`src/hdl/hyphen_break_classifier_top_assert.svh`:
```
// ----------------------------------------------------------------------------
// Assertion macros for the hyphen break classifier
// Concurrent checks, removed in synthesis builds
// ----------------------------------------------------------------------------
`ifndef HYPHEN_BREAK_CLASSIFIER_TOP_ASSERT_SVH
`define HYPHEN_BREAK_CLASSIFIER_TOP_ASSERT_SVH

`ifndef SYNTHESIS

// property that must hold on every clock edge outside reset
`define HBC_ASSERT(lbl, clk, rstn, prop) \
  lbl: assert property (@(posedge clk) disable iff (!rstn) (prop)) \
    else $error("hbc assertion failed");

// consequent must hold in the cycle after the antecedent
`define HBC_ASSERT_NEXT(lbl, clk, rstn, ante, cons) \
  lbl: assert property (@(posedge clk) disable iff (!rstn) (ante) |=> (cons)) \
    else $error("hbc assertion failed");

`else

`define HBC_ASSERT(lbl, clk, rstn, prop)
`define HBC_ASSERT_NEXT(lbl, clk, rstn, ante, cons)

`endif

`endif

```
`src/hdl/hbc_pkg.sv`:
```
// ----------------------------------------------------------------------------
// hbc_pkg
// Types, codepoint constants and script tests of the hyphen break classifier
// ----------------------------------------------------------------------------
package hbc_pkg;

  // field widths
  localparam int unsigned CP_W   = 21;
  localparam int unsigned LEN_W  = 8;
  localparam int unsigned POS_W  = 8;
  localparam int unsigned KIND_W = 3;
  localparam int unsigned LOC_W  = 3;
  localparam int unsigned MIN_W  = 4;
  localparam int unsigned CFG_IDX_W  = 2;
  localparam int unsigned CFG_DATA_W = 4;

  // default longest word before the position saturates
  localparam int unsigned HBC_MAX_WORD_LEN_DEF = 255;

  // codepoints used by the rules
  localparam logic [CP_W-1:0] CP_HYPHEN_MINUS = 21'h00002D;
  localparam logic [CP_W-1:0] CP_SOFT_HYPHEN  = 21'h0000AD;
  localparam logic [CP_W-1:0] CP_MIDDLE_DOT   = 21'h0000B7;
  localparam logic [CP_W-1:0] CP_HYPHEN       = 21'h002010;
  localparam logic [CP_W-1:0] CP_LOWER_L      = 21'h00006C;
  localparam logic [CP_W-1:0] CP_UPPER_L      = 21'h00004C;

  typedef enum logic [KIND_W-1:0] {
    KIND_NONE        = 3'd0,
    KIND_BREAK       = 3'd1,
    KIND_NO_INSERT   = 3'd2,
    KIND_REPLACE     = 3'd3,
    KIND_INSERT_NEXT = 3'd4
  } break_kind_e;

  typedef enum logic [LOC_W-1:0] {
    LOC_OTHER      = 3'd0,
    LOC_CATALAN    = 3'd1,
    LOC_POLISH     = 3'd2,
    LOC_SLOVENIAN  = 3'd3,
    LOC_PORTUGUESE = 3'd4
  } locale_e;

  typedef enum logic [CFG_IDX_W-1:0] {
    CFG_LOCALE     = 2'd0,
    CFG_MIN_PREFIX = 2'd1,
    CFG_MIN_SUFFIX = 2'd2
  } cfg_idx_e;

  // configuration registers as seen by the classifier
  typedef struct packed {
    logic [LOC_W-1:0] locale_kind;
    logic [MIN_W-1:0] min_prefix;
    logic [MIN_W-1:0] min_suffix;
  } hbc_cfg_t;

  // character window captured with each transaction
  typedef struct packed {
    logic [CP_W-1:0]  cur;
    logic [LEN_W-1:0] len;
    logic [POS_W-1:0] pos;
    logic [CP_W-1:0]  prev;
    logic [CP_W-1:0]  pprev;
  } hbc_win_t;

  function automatic logic in_span(logic [CP_W-1:0] c, logic [CP_W-1:0] lo,
                                   logic [CP_W-1:0] hi);
    return (c >= lo) && (c <= hi);
  endfunction

  // hyphens that allow a line break after them
  function automatic logic is_breaking_hyphen(logic [CP_W-1:0] c);
    return (c == CP_HYPHEN_MINUS) || (c == 21'h00058A) || (c == 21'h0005BE) ||
           (c == 21'h001400) || (c == CP_HYPHEN) || (c == 21'h002013) ||
           (c == 21'h002027) || (c == 21'h002E17) || (c == 21'h002E40);
  endfunction

  function automatic logic is_latin(logic [CP_W-1:0] c);
    return in_span(c, 21'h41, 21'h5A) || in_span(c, 21'h61, 21'h7A) ||
           in_span(c, 21'hC0, 21'h24F);
  endfunction

  function automatic logic is_arabic(logic [CP_W-1:0] c);
    return in_span(c, 21'h0600, 21'h06FF) || in_span(c, 21'h0750, 21'h077F);
  endfunction

  // telugu, kannada, malayalam and tamil
  function automatic logic is_dravidian(logic [CP_W-1:0] c);
    return in_span(c, 21'h0C00, 21'h0D7F) || in_span(c, 21'h0B80, 21'h0BFF);
  endfunction

endpackage

```
`src/hdl/hbc_in_if.sv`:
```
// ----------------------------------------------------------------------------
// hbc_in_if
// Input channel: one codepoint of a word per transaction
// ----------------------------------------------------------------------------
interface hbc_in_if
  import hbc_pkg::*;
();
  logic             valid;
  logic             ready;
  logic [CP_W-1:0]  codepoint;
  logic             word_start;
  logic [LEN_W-1:0] word_length;

  modport source (output valid, codepoint, word_start, word_length, input ready);
  modport sink   (input valid, codepoint, word_start, word_length, output ready);
endinterface

```
`src/hdl/hbc_out_if.sv`:
```
// ----------------------------------------------------------------------------
// hbc_out_if
// Output channel: break kind and position of one character per transaction
// ----------------------------------------------------------------------------
interface hbc_out_if
  import hbc_pkg::*;
();
  logic              valid;
  logic              ready;
  logic [KIND_W-1:0] break_kind;
  logic [POS_W-1:0]  char_position;

  modport source (output valid, break_kind, char_position, input ready);
  modport sink   (input valid, break_kind, char_position, output ready);
endinterface

```
`src/hdl/hbc_window.sv`:
```
// ----------------------------------------------------------------------------
// hbc_window
// Keeps the two previous codepoints and the word position, and registers
// the window of each accepted character for the classifier stage
// ----------------------------------------------------------------------------
`include "hyphen_break_classifier_top_assert.svh"

module hbc_window
  import hbc_pkg::*;
#(
  parameter int unsigned MAX_WORD_LEN = HBC_MAX_WORD_LEN_DEF
) (
  input  logic       clk_i,
  input  logic       rst_ni,
  hbc_in_if.sink     in_i,
  input  logic       win_ready_i,
  output logic       win_valid_o,
  output hbc_win_t   win_o
);

  // position saturates at the smaller of the word limit and the field range
  localparam logic [POS_W-1:0] POS_CAP =
    POS_W'((MAX_WORD_LEN < 255) ? MAX_WORD_LEN : 255);

  logic             acc;
  logic [POS_W-1:0] pos_now;
  logic [CP_W-1:0]  pprev_now;

  logic [CP_W-1:0]  prev_q, prev_d;
  logic [CP_W-1:0]  pprev_q, pprev_d;
  logic [POS_W-1:0] pos_q, pos_d;
  logic             win_v_q;
  hbc_win_t         win_q, win_d;

  // stage can take a transaction when empty or draining
  assign in_i.ready = !win_v_q || win_ready_i;
  assign acc        = in_i.valid && in_i.ready;

  // word start restarts the position and drops the older character
  assign pos_now   = in_i.word_start ? '0 : pos_q;
  assign pprev_now = in_i.word_start ? '0 : pprev_q;

  always_comb begin
    win_d.cur   = in_i.codepoint;
    win_d.len   = in_i.word_length;
    win_d.pos   = pos_now;
    win_d.prev  = prev_q;
    win_d.pprev = pprev_now;
    prev_d      = in_i.codepoint;
    pprev_d     = in_i.word_start ? '0 : prev_q;
    pos_d       = (pos_now < POS_CAP) ? pos_now + POS_W'(1) : pos_now;
  end

  // history state
  always_ff @(posedge clk_i or negedge rst_ni) begin
    if (!rst_ni) begin
      prev_q  <= '0;
      pprev_q <= '0;
      pos_q   <= '0;
      win_v_q <= 1'b0;
    end else begin
      if (acc) begin
        prev_q  <= prev_d;
        pprev_q <= pprev_d;
        pos_q   <= pos_d;
      end
      if (acc) begin
        win_v_q <= 1'b1;
      end else if (win_ready_i) begin
        win_v_q <= 1'b0;
      end
    end
  end

  // window register
  always_ff @(posedge clk_i) begin
    if (acc) begin
      win_q <= win_d;
    end
  end

  assign win_valid_o = win_v_q;
  assign win_o       = win_q;

  `HBC_ASSERT(a_pos_capped, clk_i, rst_ni, pos_q <= POS_CAP)
  `HBC_ASSERT_NEXT(a_start_pos_zero, clk_i, rst_ni, acc && in_i.word_start,
                   (win_q.pos == '0) && (pos_q == POS_W'(1)))
  `HBC_ASSERT_NEXT(a_pprev_shift, clk_i, rst_ni, acc && !in_i.word_start,
                   pprev_q == $past(prev_q))
  `HBC_ASSERT_NEXT(a_pos_count, clk_i, rst_ni,
                   acc && !in_i.word_start && (pos_q < POS_CAP),
                   pos_q == POS_W'($past(pos_q) + POS_W'(1)))

endmodule

```
`src/hdl/hbc_classify.sv`:
```
// ----------------------------------------------------------------------------
// hbc_classify
// Break kind rules on the registered window, result held in the output
// register until the transaction is taken
// ----------------------------------------------------------------------------
module hbc_classify
  import hbc_pkg::*;
(
  input  logic      clk_i,
  input  logic      rst_ni,
  input  logic      win_valid_i,
  input  hbc_win_t  win_i,
  input  hbc_cfg_t  cfg_i,
  output logic      win_ready_o,
  hbc_out_if.source out_o
);

  logic             take;
  logic             past_two;
  logic             pl_sl;
  logic             hy_insert;
  logic             ll_pair;
  logic             prefix_ok;
  logic             suffix_ok;
  break_kind_e      kind_d;

  logic             out_v_q;
  break_kind_e      kind_q;
  logic [POS_W-1:0] pos_q;

  assign win_ready_o = !out_v_q || out_o.ready;
  assign take        = win_valid_i && win_ready_o;

  // rule conditions
  assign past_two  = |win_i.pos[POS_W-1:1];
  assign pl_sl     = (cfg_i.locale_kind == LOC_POLISH) ||
                     (cfg_i.locale_kind == LOC_SLOVENIAN);
  assign hy_insert = ((win_i.prev == CP_HYPHEN_MINUS) || (win_i.prev == CP_HYPHEN)) &&
                     pl_sl && (win_i.pos < win_i.len) && is_latin(win_i.cur);
  assign ll_pair   = ((win_i.pprev == CP_LOWER_L) && (win_i.cur == CP_LOWER_L)) ||
                     ((win_i.pprev == CP_UPPER_L) && (win_i.cur == CP_UPPER_L));
  assign prefix_ok = {{(POS_W-MIN_W){1'b0}}, cfg_i.min_prefix} < win_i.pos;
  // suffix test one bit wider so the sum never wraps
  assign suffix_ok = ({1'b0, win_i.pos} + {{(POS_W+1-MIN_W){1'b0}}, cfg_i.min_suffix})
                     <= {1'b0, win_i.len};

  // first rule that applies wins
  always_comb begin
    priority if (win_i.pos == '0) begin
      kind_d = KIND_NONE;
    end else if (past_two && is_breaking_hyphen(win_i.prev)) begin
      kind_d = hy_insert ? KIND_INSERT_NEXT : KIND_NO_INSERT;
    end else if (past_two && (win_i.prev == CP_SOFT_HYPHEN)) begin
      if (is_arabic(win_i.cur)) begin
        kind_d = KIND_INSERT_NEXT;
      end else if (is_dravidian(win_i.cur)) begin
        kind_d = KIND_NO_INSERT;
      end else begin
        kind_d = KIND_BREAK;
      end
    end else if ((win_i.prev == CP_MIDDLE_DOT) && past_two && prefix_ok && suffix_ok &&
                 (cfg_i.locale_kind == LOC_CATALAN) && ll_pair) begin
      kind_d = KIND_REPLACE;
    end else begin
      kind_d = KIND_NONE;
    end
  end

  // output valid
  always_ff @(posedge clk_i or negedge rst_ni) begin
    if (!rst_ni) begin
      out_v_q <= 1'b0;
    end else if (take) begin
      out_v_q <= 1'b1;
    end else if (out_o.ready) begin
      out_v_q <= 1'b0;
    end
  end

  // result register
  always_ff @(posedge clk_i) begin
    if (take) begin
      kind_q <= kind_d;
      pos_q  <= win_i.pos;
    end
  end

  assign out_o.valid         = out_v_q;
  assign out_o.break_kind    = kind_q;
  assign out_o.char_position = pos_q;

endmodule

```
`src/hdl/hyphen_break_classifier_top.sv`:
```
// The window register loads when an input transaction is accepted, and the
// result register loads from it when the classifier stage takes the window.
// Throughput: one codepoint per cycle unless the output stalls; the window and
// result registers each hold one transaction and advance together under ready.
// Reset clears the character history, the word position and both valid bits,
// and sets locale_kind to 0, min_prefix to 2 and min_suffix to 2.
// ----------------------------------------------------------------------------
// hyphen_break_classifier_top
// Break kind of each character of a word from a two-character window
// ----------------------------------------------------------------------------
module hyphen_break_classifier_top
  import hbc_pkg::*;
#(
  parameter int unsigned MAX_WORD_LEN = HBC_MAX_WORD_LEN_DEF
) (
  input  logic                  clk_i,
  input  logic                  rst_ni,
  input  logic                  cfg_we_i,
  input  logic [CFG_IDX_W-1:0]  cfg_idx_i,
  input  logic [CFG_DATA_W-1:0] cfg_data_i,
  hbc_in_if.sink                in_i,
  hbc_out_if.source             out_o
);

  hbc_cfg_t cfg_q;
  logic     win_valid;
  logic     win_ready;
  hbc_win_t win;

  // configuration registers
  always_ff @(posedge clk_i or negedge rst_ni) begin
    if (!rst_ni) begin
      cfg_q.locale_kind <= LOC_OTHER;
      cfg_q.min_prefix  <= MIN_W'(2);
      cfg_q.min_suffix  <= MIN_W'(2);
    end else if (cfg_we_i) begin
      unique case (cfg_idx_i)
        CFG_LOCALE:     cfg_q.locale_kind <= cfg_data_i[LOC_W-1:0];
        CFG_MIN_PREFIX: cfg_q.min_prefix  <= cfg_data_i[MIN_W-1:0];
        CFG_MIN_SUFFIX: cfg_q.min_suffix  <= cfg_data_i[MIN_W-1:0];
        default: ;
      endcase
    end
  end

  // history and window stage
  hbc_window #(
    .MAX_WORD_LEN (MAX_WORD_LEN)
  ) u_window (
    .clk_i       (clk_i),
    .rst_ni      (rst_ni),
    .in_i        (in_i),
    .win_ready_i (win_ready),
    .win_valid_o (win_valid),
    .win_o       (win)
  );

  // rules and result stage
  hbc_classify u_classify (
    .clk_i       (clk_i),
    .rst_ni      (rst_ni),
    .win_valid_i (win_valid),
    .win_i       (win),
    .cfg_i       (cfg_q),
    .win_ready_o (win_ready),
    .out_o       (out_o)
  );

endmodule

```
`src/flat_wrapper.sv`:
```
// flat-port wrapper written by rule: the top's interface ports become plain ports
module hyphen_break_classifier_top_flat import hbc_pkg::*;
#(
  parameter int unsigned MAX_WORD_LEN = HBC_MAX_WORD_LEN_DEF
)
  (clk_i, rst_ni, cfg_we_i, cfg_idx_i, cfg_data_i, in_i_valid, in_i_codepoint, in_i_word_start, in_i_word_length, in_i_ready, out_o_valid, out_o_break_kind, out_o_char_position, out_o_ready);
  hbc_in_if in_i_i ();
  hbc_out_if out_o_i ();
  input  logic clk_i;
  input  logic rst_ni;
  input  logic cfg_we_i;
  input  logic [CFG_IDX_W-1:0] cfg_idx_i;
  input  logic [CFG_DATA_W-1:0] cfg_data_i;
  input wire logic [$bits(in_i_i.valid)-1:0] in_i_valid;
  input wire logic [$bits(in_i_i.codepoint)-1:0] in_i_codepoint;
  input wire logic [$bits(in_i_i.word_start)-1:0] in_i_word_start;
  input wire logic [$bits(in_i_i.word_length)-1:0] in_i_word_length;
  output wire logic [$bits(in_i_i.ready)-1:0] in_i_ready;
  output wire logic [$bits(out_o_i.valid)-1:0] out_o_valid;
  output wire logic [$bits(out_o_i.break_kind)-1:0] out_o_break_kind;
  output wire logic [$bits(out_o_i.char_position)-1:0] out_o_char_position;
  input wire logic [$bits(out_o_i.ready)-1:0] out_o_ready;
  assign in_i_i.valid = in_i_valid;
  assign in_i_i.codepoint = in_i_codepoint;
  assign in_i_i.word_start = in_i_word_start;
  assign in_i_i.word_length = in_i_word_length;
  assign in_i_ready = in_i_i.ready;
  assign out_o_valid = out_o_i.valid;
  assign out_o_break_kind = out_o_i.break_kind;
  assign out_o_char_position = out_o_i.char_position;
  assign out_o_i.ready = out_o_ready;
  hyphen_break_classifier_top #(.MAX_WORD_LEN(MAX_WORD_LEN)) u_core (.clk_i(clk_i), .rst_ni(rst_ni), .cfg_we_i(cfg_we_i), .cfg_idx_i(cfg_idx_i), .cfg_data_i(cfg_data_i), .in_i(in_i_i), .out_o(out_o_i));
endmodule
```
`config.mk`:
```
export PLATFORM = sky130hd
export DESIGN_NAME = hyphen_break_classifier_top_flat
export DESIGN_NICKNAME = d
export VERILOG_FILES = /design/src/hdl/hbc_pkg.sv /design/src/hdl/hbc_in_if.sv /design/src/hdl/hbc_out_if.sv /design/src/hdl/hbc_window.sv /design/src/hdl/hbc_classify.sv /design/src/hdl/hyphen_break_classifier_top.sv /design/src/flat_wrapper.sv
export VERILOG_INCLUDE_DIRS = /design/src /design/src/hdl
export SDC_FILE = /design/constraint.sdc
export NUM_CORES = 1
export LEC_CHECK = 0
export BUFFER_PORTS_ARGS = -buffer_cell sky130_fd_sc_hd__buf_2
export CORE_MARGIN = 2
export CORE_UTILIZATION = 30
export DETAILED_ROUTE_END_ITERATION = 8
export SLEW_MARGIN = 20
export SYNTH_ARGS = -nofsm -noshare
export SYNTH_HDL_FRONTEND = slang
export SYNTH_SLANG_ARGS = --single-unit
```
`constraint.sdc`:
```
create_clock -name clk_i -period 7.26 [get_ports clk_i]
set_input_delay 0.726 -clock clk_i [delete_from_list [all_inputs] [get_ports clk_i]]
set_output_delay 0.726 -clock clk_i [all_outputs]
set_load 0.02 [all_outputs]
```
# ---- After elaboration in Yosys (flattened, before gate mapping)
# Cells that the tools add are included.
# W data, S select, Z words.
dict set report op_classes {
  addsub 2
  magnitude_cmp 18
  n_eq_ne 20
  muxes 13
  reduce_logical 48
}
# op n
set ops {}
lappend ops {{$eq A21 B14 Y1 const B} 5}
lappend ops {{$eq A21 B7 Y1 const B} 4}
lappend ops {{$eq A21 B11 Y1 const B} 2}
lappend ops {{$eq A21 B8 Y1 const B} 2}
lappend ops {{$ge A21 B11 Y1 const B} 2}
lappend ops {{$ge A21 B12 Y1 const B} 2}
lappend ops {{$ge A21 B7 Y1 const B} 2}
lappend ops {{$le A21 B11 Y1 const B} 2}
lappend ops {{$le A21 B12 Y1 const B} 2}
lappend ops {{$le A21 B7 Y1 const B} 2}
lappend ops {{$eq A21 B13 Y1 const B} 1}
lappend ops {{$eq A21 B6 Y1 const B} 1}
lappend ops {{$ge A21 B8 Y1 const B} 1}
lappend ops {{$le A21 B10 Y1 const B} 1}
lappend ops {{$logic_and A1 B1 Y1} 21}
lappend ops {{$mux W21} 1}
lappend ops {{$logic_or A1 B1 Y1} 17}
lappend ops {{$mux W8} 2}
lappend ops {{$mux W3} 4}
lappend ops {{$add A8 B4 Y9} 1}
lappend ops {{$le A9 B8 Y1} 1}
lappend ops {{$add A8 B1 Y8 const B} 1}
lappend ops {{$logic_not A8 Y1} 1}
lappend ops {{$lt A4 B8 Y1} 1}
lappend ops {{other kinds (13)} 22}
dict set report word_totals {
  regBits 153
  in_bits 41
  output_inout_bits 13
  wordCells 116
}

# ---- Depth between registers and ports, before layout
# Gate-level depths: netlist (run 1).
dict set report depth {
  word_depth 11
  ltp_mapped 14
  ltp_nobuf 14
}

# ---- Hierarchy
# A second synthesis (run 1) with hierarchy kept.
dict set report hier_totals {
  hier_cells 552
  area_unflattened_um2 6739.0
}
# mod instances cells_per_inst area_each_um2 seq_area_each_um2
set by_module_without_submodules {}
lappend by_module_without_submodules {hbc_window 1 341 4714.5 3648.5}
lappend by_module_without_submodules {hbc_classify 1 186 1595.3 355.3}
lappend by_module_without_submodules {hyphen_break_classifier_top 1 25 429.2 277.8}

# ---- Worst setup path before layout (run 1)
# Ideal clock, no wire load.
dict set report synth_path {
  path_type {in2reg}
  startpoint {input out_o_ready}
  endpoint {register u_core.u_window.win_q, in the netlist u_core.u_window.win_o[0] (enable)}
  setup_time_ns 0.474
  t_arrival_ns 3.652
  required_ns 6.786
  setup_slack_ns 3.135
  stages 4
  n_path_buf 1
  cell_sequence {nand3b_1 nand2_1 clkinv_1 clkbuf_1}
}
dict set report synth_between {
  elab_chain_len 3
}
# element line
set synth_rtl {}
lappend synth_rtl {{from (decl)} flat_wrapper.sv:22} ;# input wire logic [$bits(out_o_i.ready)-1:0] out_o_ready;
lappend synth_rtl {{$logic_or A1 B1 Y1} hbc_classify.sv:31} ;# assign win_ready_o = !out_v_q || out_o.ready;
lappend synth_rtl {{$logic_or A1 B1 Y1} hbc_window.sv:36} ;# assign in_i.ready = !win_v_q || win_ready_i;
lappend synth_rtl {{$logic_and A1 B1 Y1} hbc_window.sv:37} ;# assign acc = in_i.valid && in_i.ready;
lappend synth_rtl {{via u_core.u_window.acc} hbc_window.sv:25} ;# logic acc;
lappend synth_rtl {{to (signal assigned)} hbc_window.sv:78} ;# win_q <= win_d;
lappend synth_rtl {{to (decl)} hbc_window.sv:33} ;# hbc_win_t win_q, win_d;
# The timed path passes the listed nets, and every way through them passes these cells.
# A chain may end at the register's enable or synchronous reset.

# ---- Worst setup path after layout (run 1)
dict set report layout_path {
  startpoint {register u_core.u_window.win_q, in the netlist u_core.u_window.win_o[42]}
  endpoint {register u_core.u_classify.kind_q[1] (netlist: u_core.u_classify.out_o.break_kind[1]), data pin}
}
dict set report layout_between {
  elab_chain_len 8
  elab_cells_between_ends 15
  cone_classes {1 x add/sub; 3 x order compare; 4 x mux; 7 x reduce/logical}
}
# element line
set layout_rtl {}
lappend layout_rtl {{$add A8 B4 Y9 / $lt A4 B8 Y1 (equally long branches)} {hbc_classify.sv:44, hbc_classify.sv:42}}
lappend layout_rtl {{$le A9 B8 Y1 / $logic_and A1 B1 Y1 (equally long branches)} {hbc_classify.sv:45, hbc_classify.sv:61}}
lappend layout_rtl {{$logic_and A1 B1 Y1 (2 in a row)} hbc_classify.sv:61} ;# end else if ((win_i.prev == CP_MIDDLE_DOT) && past_two && prefix_ok && suffix_ok &&
lappend layout_rtl {{$logic_and A1 B1 Y1} hbc_classify.sv:62} ;# (cfg_i.locale_kind == LOC_CATALAN) && ll_pair) begin
lappend layout_rtl {{$mux W2} hbc_classify.sv:61}
lappend layout_rtl {{$mux W3} hbc_classify.sv:53} ;# end else if (past_two && (win_i.prev == CP_SOFT_HYPHEN)) begin
lappend layout_rtl {{$mux W3} hbc_classify.sv:51} ;# end else if (past_two && is_breaking_hyphen(win_i.prev)) begin
lappend layout_rtl {{to (signal assigned)} hbc_classify.sv:83} ;# kind_q <= kind_d;
lappend layout_rtl {{to (decl)} hbc_classify.sv:28} ;# break_kind_e kind_q;
# Parallel ways exist; a longest one is shown, timed or not.

==> reports/qor.txt, run 1 <==
STATUS
-------------------------------------------------------------------------------------
Outcome                                                                  finished clean

CTS
-------------------------------------------------------------------------------------
Count of hold buffers inserted by post-cts repair                                   0
CTS clock-pin slew for the worst setup and hold paths                         0.06 ns
CTS H-tree depth                                                                    4
Clock tree from TritonCTS                                                         yes
Number of buffers on the longest clock path                                         2
Number of buffers created by CTS                                                   17
Root Buffer                                                                 clkbuf_16
Worst skew pair latency                                                       0.42 ns
Number of sinks on the clock net                                                  153
Buffers inserted during post-CTS setup optimization                                 0
Number of resized instances in the post-cts repair step                             0

SETUP PATH
-------------------------------------------------------------------------------------
Data required time of the critical path                                       7.55 ns
Worst-path cell chain                                                    ha_1 -> inv_1 -> fa_1 -> inv_1 -> a21o_1 -> a21oi_1 -> nor2_1 -> xor2_1 -> ha_1 -> a21o_1 -> a21oi_1 -> nand4b_1 -> a221oi_2 -> o221a_2
Arrival time of the worst setup path                                          3.48 ns
Type of the setup path with the least slack                              register to register
Maximum net fanout on the critical path                                             5
Master of the slowest instance on the critical path                          edfxtp_1
Worst path buffer plus inverter count                                               2
Kind of start point of the critical path                                     register
Critical path capture point type                                             register
Kind of cell adding the most delay to the critical path                  compound AO/OA/AOI/OAI gates
Highest cell delay on the worst timing path                                   0.49 ns

LAYOUT
-------------------------------------------------------------------------------------
Number of fill cells in the layout                                               2191
Syn-to-layout area delta                                                        17.6%
Antenna Cells                                                                       0
Final Net Count                                                                   688
Proportion of layout cells with a drive suffix above 1                          16.7%

ROUTING
-------------------------------------------------------------------------------------
Vias post-DR                                                                     4327
Number of DRC violations after detailed routing                                     0
Post-Route WL                                                                13800 µm
Average wire per standard cell                                                15.0 µm
Number of detailed-route iterations in the first pass                               4
Remaining antenna violation count                                                   0
DR vias/cell                                                                     4.70
Count of routing violations after the opening detailed-route iteration            308

TIMING
-------------------------------------------------------------------------------------
Unrepaired setup endpoints after global routing                                 false
Slew @ Worst Pin                                                              1.08 ns
Final Skew                                                                 0.00971 ns
Worst Setup Slack, final                                                      4.07 ns
Final slew viol count                                                               0
Final min period                                                              3.19 ns
Final Setup Violations                                                              0
Hold Violations, Final                                                              0
Upper clock frequency limit                                                   313 MHz
Final setup TNS                                                                  0 ns
Remaining max-slew budget at the tightest pin                                   28.1%
Final critical-path share of the clock period                                   44.0%

GLOBAL ROUTING
-------------------------------------------------------------------------------------
GRT Resource Usage Total                                                        12.2%
Leftover overflow at the end of global routing                                      0
Number of global-route vias before repair                                        4347
Global-route wire length before repair                                       22800 µm
Maximum number of pins on one net before global-route repair                       92
Initial antenna violation count                                                     0

FLOORPLAN
-------------------------------------------------------------------------------------
Die Ht                                                                         155 µm
Site Rows                                                                          55
Total die area                                                             0.0239 mm²
Placeable core area                                                        0.0224 mm²
Horizontal extent of the die                                                   155 µm
Initial core utilization                                                        30.3%
Boundary pin count                                                                 54

SYNTH
-------------------------------------------------------------------------------------
Number of nets produced by synthesis                                              629
Count of flip-flops with a built-in enable after synthesis                         90
Mean post-synth cell area                                                    12.1 µm²
Post-synthesis sequential area ratio                                            62.9%
Cell area after synthesis                                                 0.00681 mm²
Cell count after synthesis                                                        564
Ys flop type                                                                 edfxtp_1
Distinct cells, synth                                                              53
Register bit total from synthesis                                                 153
Warnings from Yosys                                                                 0
Post-synth ARST share                                                           41.2%

POWER AND IR DROP
-------------------------------------------------------------------------------------
PD cells                                                                   284 mW/mm²
Total leakage power                                                           3.22 nW
Maximum resistive drop on vdd                                                0.151 mV

RUN
-------------------------------------------------------------------------------------
Number of maximum-capacitance constraint violations                                 0

HOLD PATH
-------------------------------------------------------------------------------------
HP Class                                                                 register to register

PLACEMENT
-------------------------------------------------------------------------------------
Detailed-placement wirelength estimate                                        9580 µm
Number of buffers inserted by port buffering                                       53
Worst slack after detailed placement                                          4.10 ns
Final estimated routing congestion in global placement                          0.806

[metrics by stage]
step / hold slack (ns) / power [mW] / std cells / utilization (%) / instance area, µm²
final: 0.466 / 2.27 / 921 / 35.7 / 8010
after detailed placement: 0.461 / 1.38 / 889 / 33.0 / 7390
after floorplan: 0.430 / 1.28 / 564 / - / 6810
after CTS: 0.453 / 2.30 / 921 / 35.7 / 8010
after global routing: 0.454 / 2.38 / 921 / 35.7 / 8010
after global placement: 0.452 / 1.37 / 889 / 33.0 / 7390
[worst paths after layout]
kind                                             start                                     to  slack [ns]  cells past startpoint
hold / removal             u_core.u_window.win_valid_o          u_core.u_classify.out_o.valid        0.47                      1
min in group asynchronous                       rst_ni             u_core.u_window.prev_q[19]        0.48                      2
hold reg to reg            u_core.u_window.win_valid_o          u_core.u_classify.out_o.valid        0.47                      1
setup / recovery             u_core.u_window.win_o[42]  u_core.u_classify.out_o.break_kind[1]        4.07                     14
setup reg to reg             u_core.u_window.win_o[42]  u_core.u_classify.out_o.break_kind[1]        4.07                     14
max in group asynchronous                       rst_ni            u_core.u_window.win_valid_o        6.17                      2
[cells in the final DEF (no fill, tap or decap), types with 12 or more instances in the layout]
master / instances
ha_1: 23
nand2b_1: 28
nand2_1: 100
nor2_1: 12
clkbuf_16: 17
o21ai_0: 32
edfxtp_1: 90
nor2b_1: 34
mux2_2: 12
buf_2: 53
inv_1: 18
a21oi_1: 13
dfrtp_1: 61
[registers in the layout, indices dropped and copies added (netlist names)]
register / flops
u_core.cfg_q: 11
u_core.u_classify.out_o.break_kind: 3
u_core.u_classify.out_o.char_position: 8
u_core.u_classify.out_o.valid: 1
u_core.u_window.pos_q: 8
u_core.u_window.pprev_q: 21
u_core.u_window.prev_q: 21
u_core.u_window.win_o: 79
u_core.u_window.win_valid_o: 1
[kinds of logic after synthesis]
logic type	after synthesis	synth area share (%)
simple gates	251	19.8
flops	153	62.9
compound gates	81	7.81
buf+inv	35	1.93
fa+ha+maj	24	4.52
mux	13	2.13
xor+xnor	7	0.901
[area by class of cell]
class	count	area [µm²]	area share [%]
Clock inverter	12	174	2.17
Timing Repair Buffer	56	288	3.59
Inverter	19	73.8	0.922
Multi-Input combinational cell	376	2390	29.9
Tap cell	285	357	4.45
Clock buffer	20	437	5.45
Sequential cell	153	4280	53.5
[cells in the mapped netlist, drive strengths merged (2+ instances only)]
cell | number | area, µm²
clkbuf | 16 | 60.1
nor3b | 4 | 30.0
a21oi | 13 | 65.1
and4 | 5 | 43.8
o21bai | 2 | 15.0
dfrtp | 61 | 1530
or4 | 4 | 37.5
a21o | 8 | 60.1
a211o | 2 | 17.5
and2 | 4 | 25.0
ha | 23 | 288
mux2 | 12 | 135
dfstp | 2 | 52.6
xnor2 | 6 | 52.6
o211ai | 2 | 15.0
nor2b | 34 | 213
nor4 | 11 | 68.8
nand3b | 4 | 30.0
a31oi | 2 | 12.5
o21ai | 32 | 160
nor4b | 8 | 70.1
nand4 | 10 | 62.6
nand3 | 4 | 20.0
and3 | 6 | 37.5
nand4b | 5 | 43.8
nand2b | 28 | 175
nor2 | 12 | 45.0
o2111ai | 6 | 52.6
o21a | 2 | 15.0
inv | 18 | 67.6
nand2 | 101 | 379
edfxtp | 90 | 2700
nor3 | 10 | 55.1
[per-layer routing]
layer	global-route usage [%]	routed length [µm]	up-vias
li1	-	-	2161
met1	15.7	6470	2089
met2	19.9	6710	63
met3	3.00	420	14
met4	4.85	223	0
met5	0	0	-
[power breakdown]
part | total [mW] | leakage (nW) | internal (mW) | switching [mW]
Combinational | 0.256 | 1.26 | 0.113 | 0.143
Clock | 0.917 | 0.290 | 0.574 | 0.342
Sequential | 1.10 | 1.67 | 1.03 | 0.0704
No activity file was read; power rests on OpenSTA's default activity.
==> run 2, diff against run 1 <==
==> constraint.sdc (replaced) <==
create_clock -name clk_i -period 2.93 [get_ports clk_i]
set_input_delay 0.293 -clock clk_i [delete_from_list [all_inputs] [get_ports clk_i]]
set_output_delay 0.293 -clock clk_i [all_outputs]
set_load 0.02 [all_outputs]
==> run 2 against run 1 <==
  * Sequential share of layout area decreased by 0.81 points
  * Via count increased by 3.1%
  * Critical path depth decreased by 2
  * Worst hold slack got worse by 0.43 ns
  * Flip-flop and latch count unchanged
  * First-iteration DRC count increased by 4.2%
  * Power increased by 150%
  * Setup slack got worse by 4.0 ns
  * Register-to-register slack got worse by 4.0 ns
  * Wire length increased by 1.3%
  * Design area increased by 1.5%
  * Fmax increased by 13%
  * Largest cell class unchanged
==> reports/qor.txt, run 2 (same netlist as run 1, synthesis figures left out) <==
LAYOUT
-------------------------------------------------------------------------------------
Most frequent standard cell in the layout excluding fill and tap cells        nand2_1   unchanged
Number of flip-flops in the largest register                                       79   unchanged
Final Net Count                                                                   699   was 688
Number of fill cells in the layout                                               2180   was 2191
Antenna Cells                                                                       0   unchanged
Top library cells by usage in the layout, fill and taps aside            100 x nand2_1, 90 x edfxtp_1, 61 x dfrtp_1   unchanged
Proportion of layout cells with a drive suffix above 1                          19.8%   was 16.7%
Syn-to-layout area delta                                                        19.4%   was 17.6%
Final non-filler cell area                                                0.00813 mm²   was 0.00801 mm²
Utilization of the core after routing                                           36.2%   was 35.7%

CTS
-------------------------------------------------------------------------------------
CTS clock-pin slew for the worst setup and hold paths                         0.07 ns   was 0.06 ns
Number of sinks on the clock net                                                  153   unchanged
Worst skew pair latency                                                       0.42 ns   about the same
Root Buffer                                                                 clkbuf_16   unchanged
Number of buffers on the longest clock path                                         2   unchanged
Clock tree from TritonCTS                                                         yes   unchanged
CTS H-tree depth                                                                    4   unchanged
Number of buffers created by CTS                                                   17   unchanged

GLOBAL ROUTING
-------------------------------------------------------------------------------------
Leftover overflow at the end of global routing                                      0   unchanged
Maximum number of pins on one net before global-route repair                      105   was 92
Number of global-route vias before repair                                        4399   was 4347
Global-route wire length before repair                                       22900 µm   was 22800 µm
GRT Resource Usage Total                                                        12.3%   was 12.2%
Initial antenna violation count                                                     0   unchanged

TIMING
-------------------------------------------------------------------------------------
Final Skew                                                                  0.0122 ns   was 0.00971 ns
Final critical-path share of the clock period                                   96.2%   was 44.0%
Final Setup Violations                                                              0   unchanged
Final min period                                                              2.82 ns   was 3.19 ns
Final slew viol count                                                               0   unchanged
Worst hold-check slack                                                      0.0356 ns   was 0.466 ns
Unrepaired setup endpoints after global routing                                  true   was false
Upper clock frequency limit                                                   355 MHz   was 313 MHz
Hold Violations, Final                                                              0   unchanged
Remaining max-slew budget at the tightest pin                                   57.8%   was 28.1%
Slew @ Worst Pin                                                             0.633 ns   was 1.08 ns

FLOORPLAN
-------------------------------------------------------------------------------------
Site Rows                                                                          55   unchanged
Horizontal extent of the die                                                   155 µm   unchanged
Total die area                                                             0.0239 mm²   unchanged
Die Ht                                                                         155 µm   unchanged
Boundary pin count                                                                 54   unchanged
Initial core utilization                                                        30.3%   unchanged
Placeable core area                                                        0.0224 mm²   unchanged

POWER AND IR DROP
-------------------------------------------------------------------------------------
Share of total power in the clock network                                       40.0%   was 40.3%
Switch share                                                                    25.5%   was 24.4%
Maximum resistive drop on vdd                                                0.384 mV   was 0.151 mV
Total power draw                                                              5.67 mW   was 2.27 mW
PD cells                                                                   697 mW/mm²   was 284 mW/mm²
Total leakage power                                                           3.29 nW   was 3.22 nW
Net switching power of the design                                             1.45 mW   was 556 µW
Cell Int Power                                                                4.22 mW   was 1.72 mW
Power share of the combinational group                                          12.1%   was 11.3%
Portion of total power attributed to sequential cells                           47.9%   was 48.4%

SETUP PATH
-------------------------------------------------------------------------------------
Arrival time of the worst setup path                                          3.12 ns   was 3.48 ns
Worst reg2reg path startpoint                                            u_core.cfg_q[1]   was u_core.u_window.win_o[42]
Data required time of the critical path                                       3.23 ns   was 7.55 ns
Maximum net fanout on the critical path                                             3   was 5
Type of the setup path with the least slack                              register to register   unchanged
Critical path capture point type                                             register   unchanged
Worst Reg2Reg Path Length in Cells                                                 12   was 14
Register-to-register path setup slack                                         0.11 ns   was 4.07 ns
Destination of the worst register-to-register timing path                u_core.u_classify.out_o.break_kind[1]   unchanged
Kind of start point of the critical path                                     register   unchanged

HOLD PATH
-------------------------------------------------------------------------------------
Hold Crit Depth                                                                     1   unchanged
Endpoint with the worst hold slack                                       u_core.u_window.win_o[52]   was u_core.u_classify.out_o.valid
Hold path startpoint                                                     in_i_word_length[2]   was u_core.u_window.win_valid_o
HP Class                                                                 input port to register   was register to register

RUN
-------------------------------------------------------------------------------------
Number of maximum-capacitance constraint violations                                 0   unchanged

PLACEMENT
-------------------------------------------------------------------------------------
Total placed instance area                                                0.00747 mm²   was 0.00739 mm²
Number of buffers inserted by port buffering                                       53   unchanged
Final estimated routing congestion in global placement                          0.823   was 0.806
Detailed-placement wirelength estimate                                        9870 µm   was 9580 µm

ROUTING
-------------------------------------------------------------------------------------
Count of routing violations after the opening detailed-route iteration            321   was 308
Remaining antenna violation count                                                   0   unchanged
Number of detailed-route iterations in the first pass                               5   was 4
Number of DRC violations after detailed routing                                     0   unchanged
DR vias/cell                                                                     4.78   was 4.70
Vias post-DR                                                                     4459   was 4327
Post-Route WL                                                                14000 µm   was 13800 µm
Average wire per standard cell                                                15.0 µm   about the same

STATUS
-------------------------------------------------------------------------------------
Outcome                                                                  finished clean   unchanged

## run 2: cell count changes in the layout (fill, tap and decap cells not counted), moves of 2 or more
cell	change
a21oi_1	-3
a21oi_2	+3
buf_4	+9
clkbuf_1	-3
inv_1	-2
inv_2	+2
inv_6	+4
inv_8	+2
## run 2: cell type report
type                       instances  area [µm²]  share of cell area [%]
sequential                       153        4280                    52.7
multi-input combinational        376        2420                    29.7
clock buffer                      17         425                    5.23
timing repair buffer              67         385                    4.74
tap                              285         357                    4.39
clock inverter                    15         189                    2.32
inverter                          19        73.8                   0.908
## run 2: per-stage QoR
| step | setup slack (ns) | instances | setup TNS [ns] |
|---|---|---|---|
| after global routing | -0.0676 | 932 | -0.0738 |
| after CTS | 0.00165 | 931 | 0 |
| after global placement | 0.0448 | 898 | 0 |
| final | 0.113 | 932 | 0 |
| after detailed placement | -0.00206 | 898 | -0.00206 |
| after floorplan | 0.113 | 564 | 0 |
## run 2: repair_timing
action | CTS | global route
hold buffers | 1 | 0
endpoints found under the hold margin | 6 | 0
resized for setup | 2 | 6
buffers inserted | 0 | 1
gates cloned | 0 | 0
setup endpoints to repair | 1 | 2
pin swaps | 1 | 11
## run 2: critical path, cell delays in order, from the launching register on
cell       delay (ns)
dfstp_2          0.54
ha_1             0.22
a21o_1           0.17
a21oi_2          0.16
nor2b_1          0.07
o2111ai_1        0.20
xnor2_1          0.10
ha_1             0.32
nand3_1          0.14
nor3_2           0.21
a21oi_1          0.08
a221oi_2         0.26
o221a_2          0.23
## run 2: how the worst max path moves through the flow
stage / cells after the start / to / startpoint / slack [ns]
after floorplan: 14 / u_core.u_classify.out_o.break_kind[1] / u_core.u_window.win_o[42] / 0.11
after global placement: 14 / u_core.u_classify.out_o.break_kind[1] / u_core.u_window.win_o[42] / 0.04
after detailed placement: 14 / u_core.u_classify.out_o.break_kind[1] / u_core.u_window.win_o[42] / -0.002
after CTS: 13 / u_core.u_classify.out_o.break_kind[1] / u_core.cfg_q[1] / 0.002
after global routing: 14 / u_core.u_classify.out_o.break_kind[1] / u_core.u_window.win_o[42] / -0.07
final: 12 / u_core.u_classify.out_o.break_kind[1] / u_core.cfg_q[1] / 0.11
## run 2: power groups by stage
stage	clock network [mW]	registers [mW]	logic, mW
floorplan	0	2.72	0.448
global placement	0	2.75	0.662
detailed placement	0	2.76	0.675
CTS	2.32	2.72	0.687
global route	2.40	2.75	0.786
finish	2.27	2.72	0.684
## run 2: metal layers
layer	vias up	routed length, µm	track usage, %
li1	2196	-	-
met1	2149	6550	16.5
met2	91	6590	19.3
met3	23	539	2.97
met4	0	319	5.16
met5	-	0	0
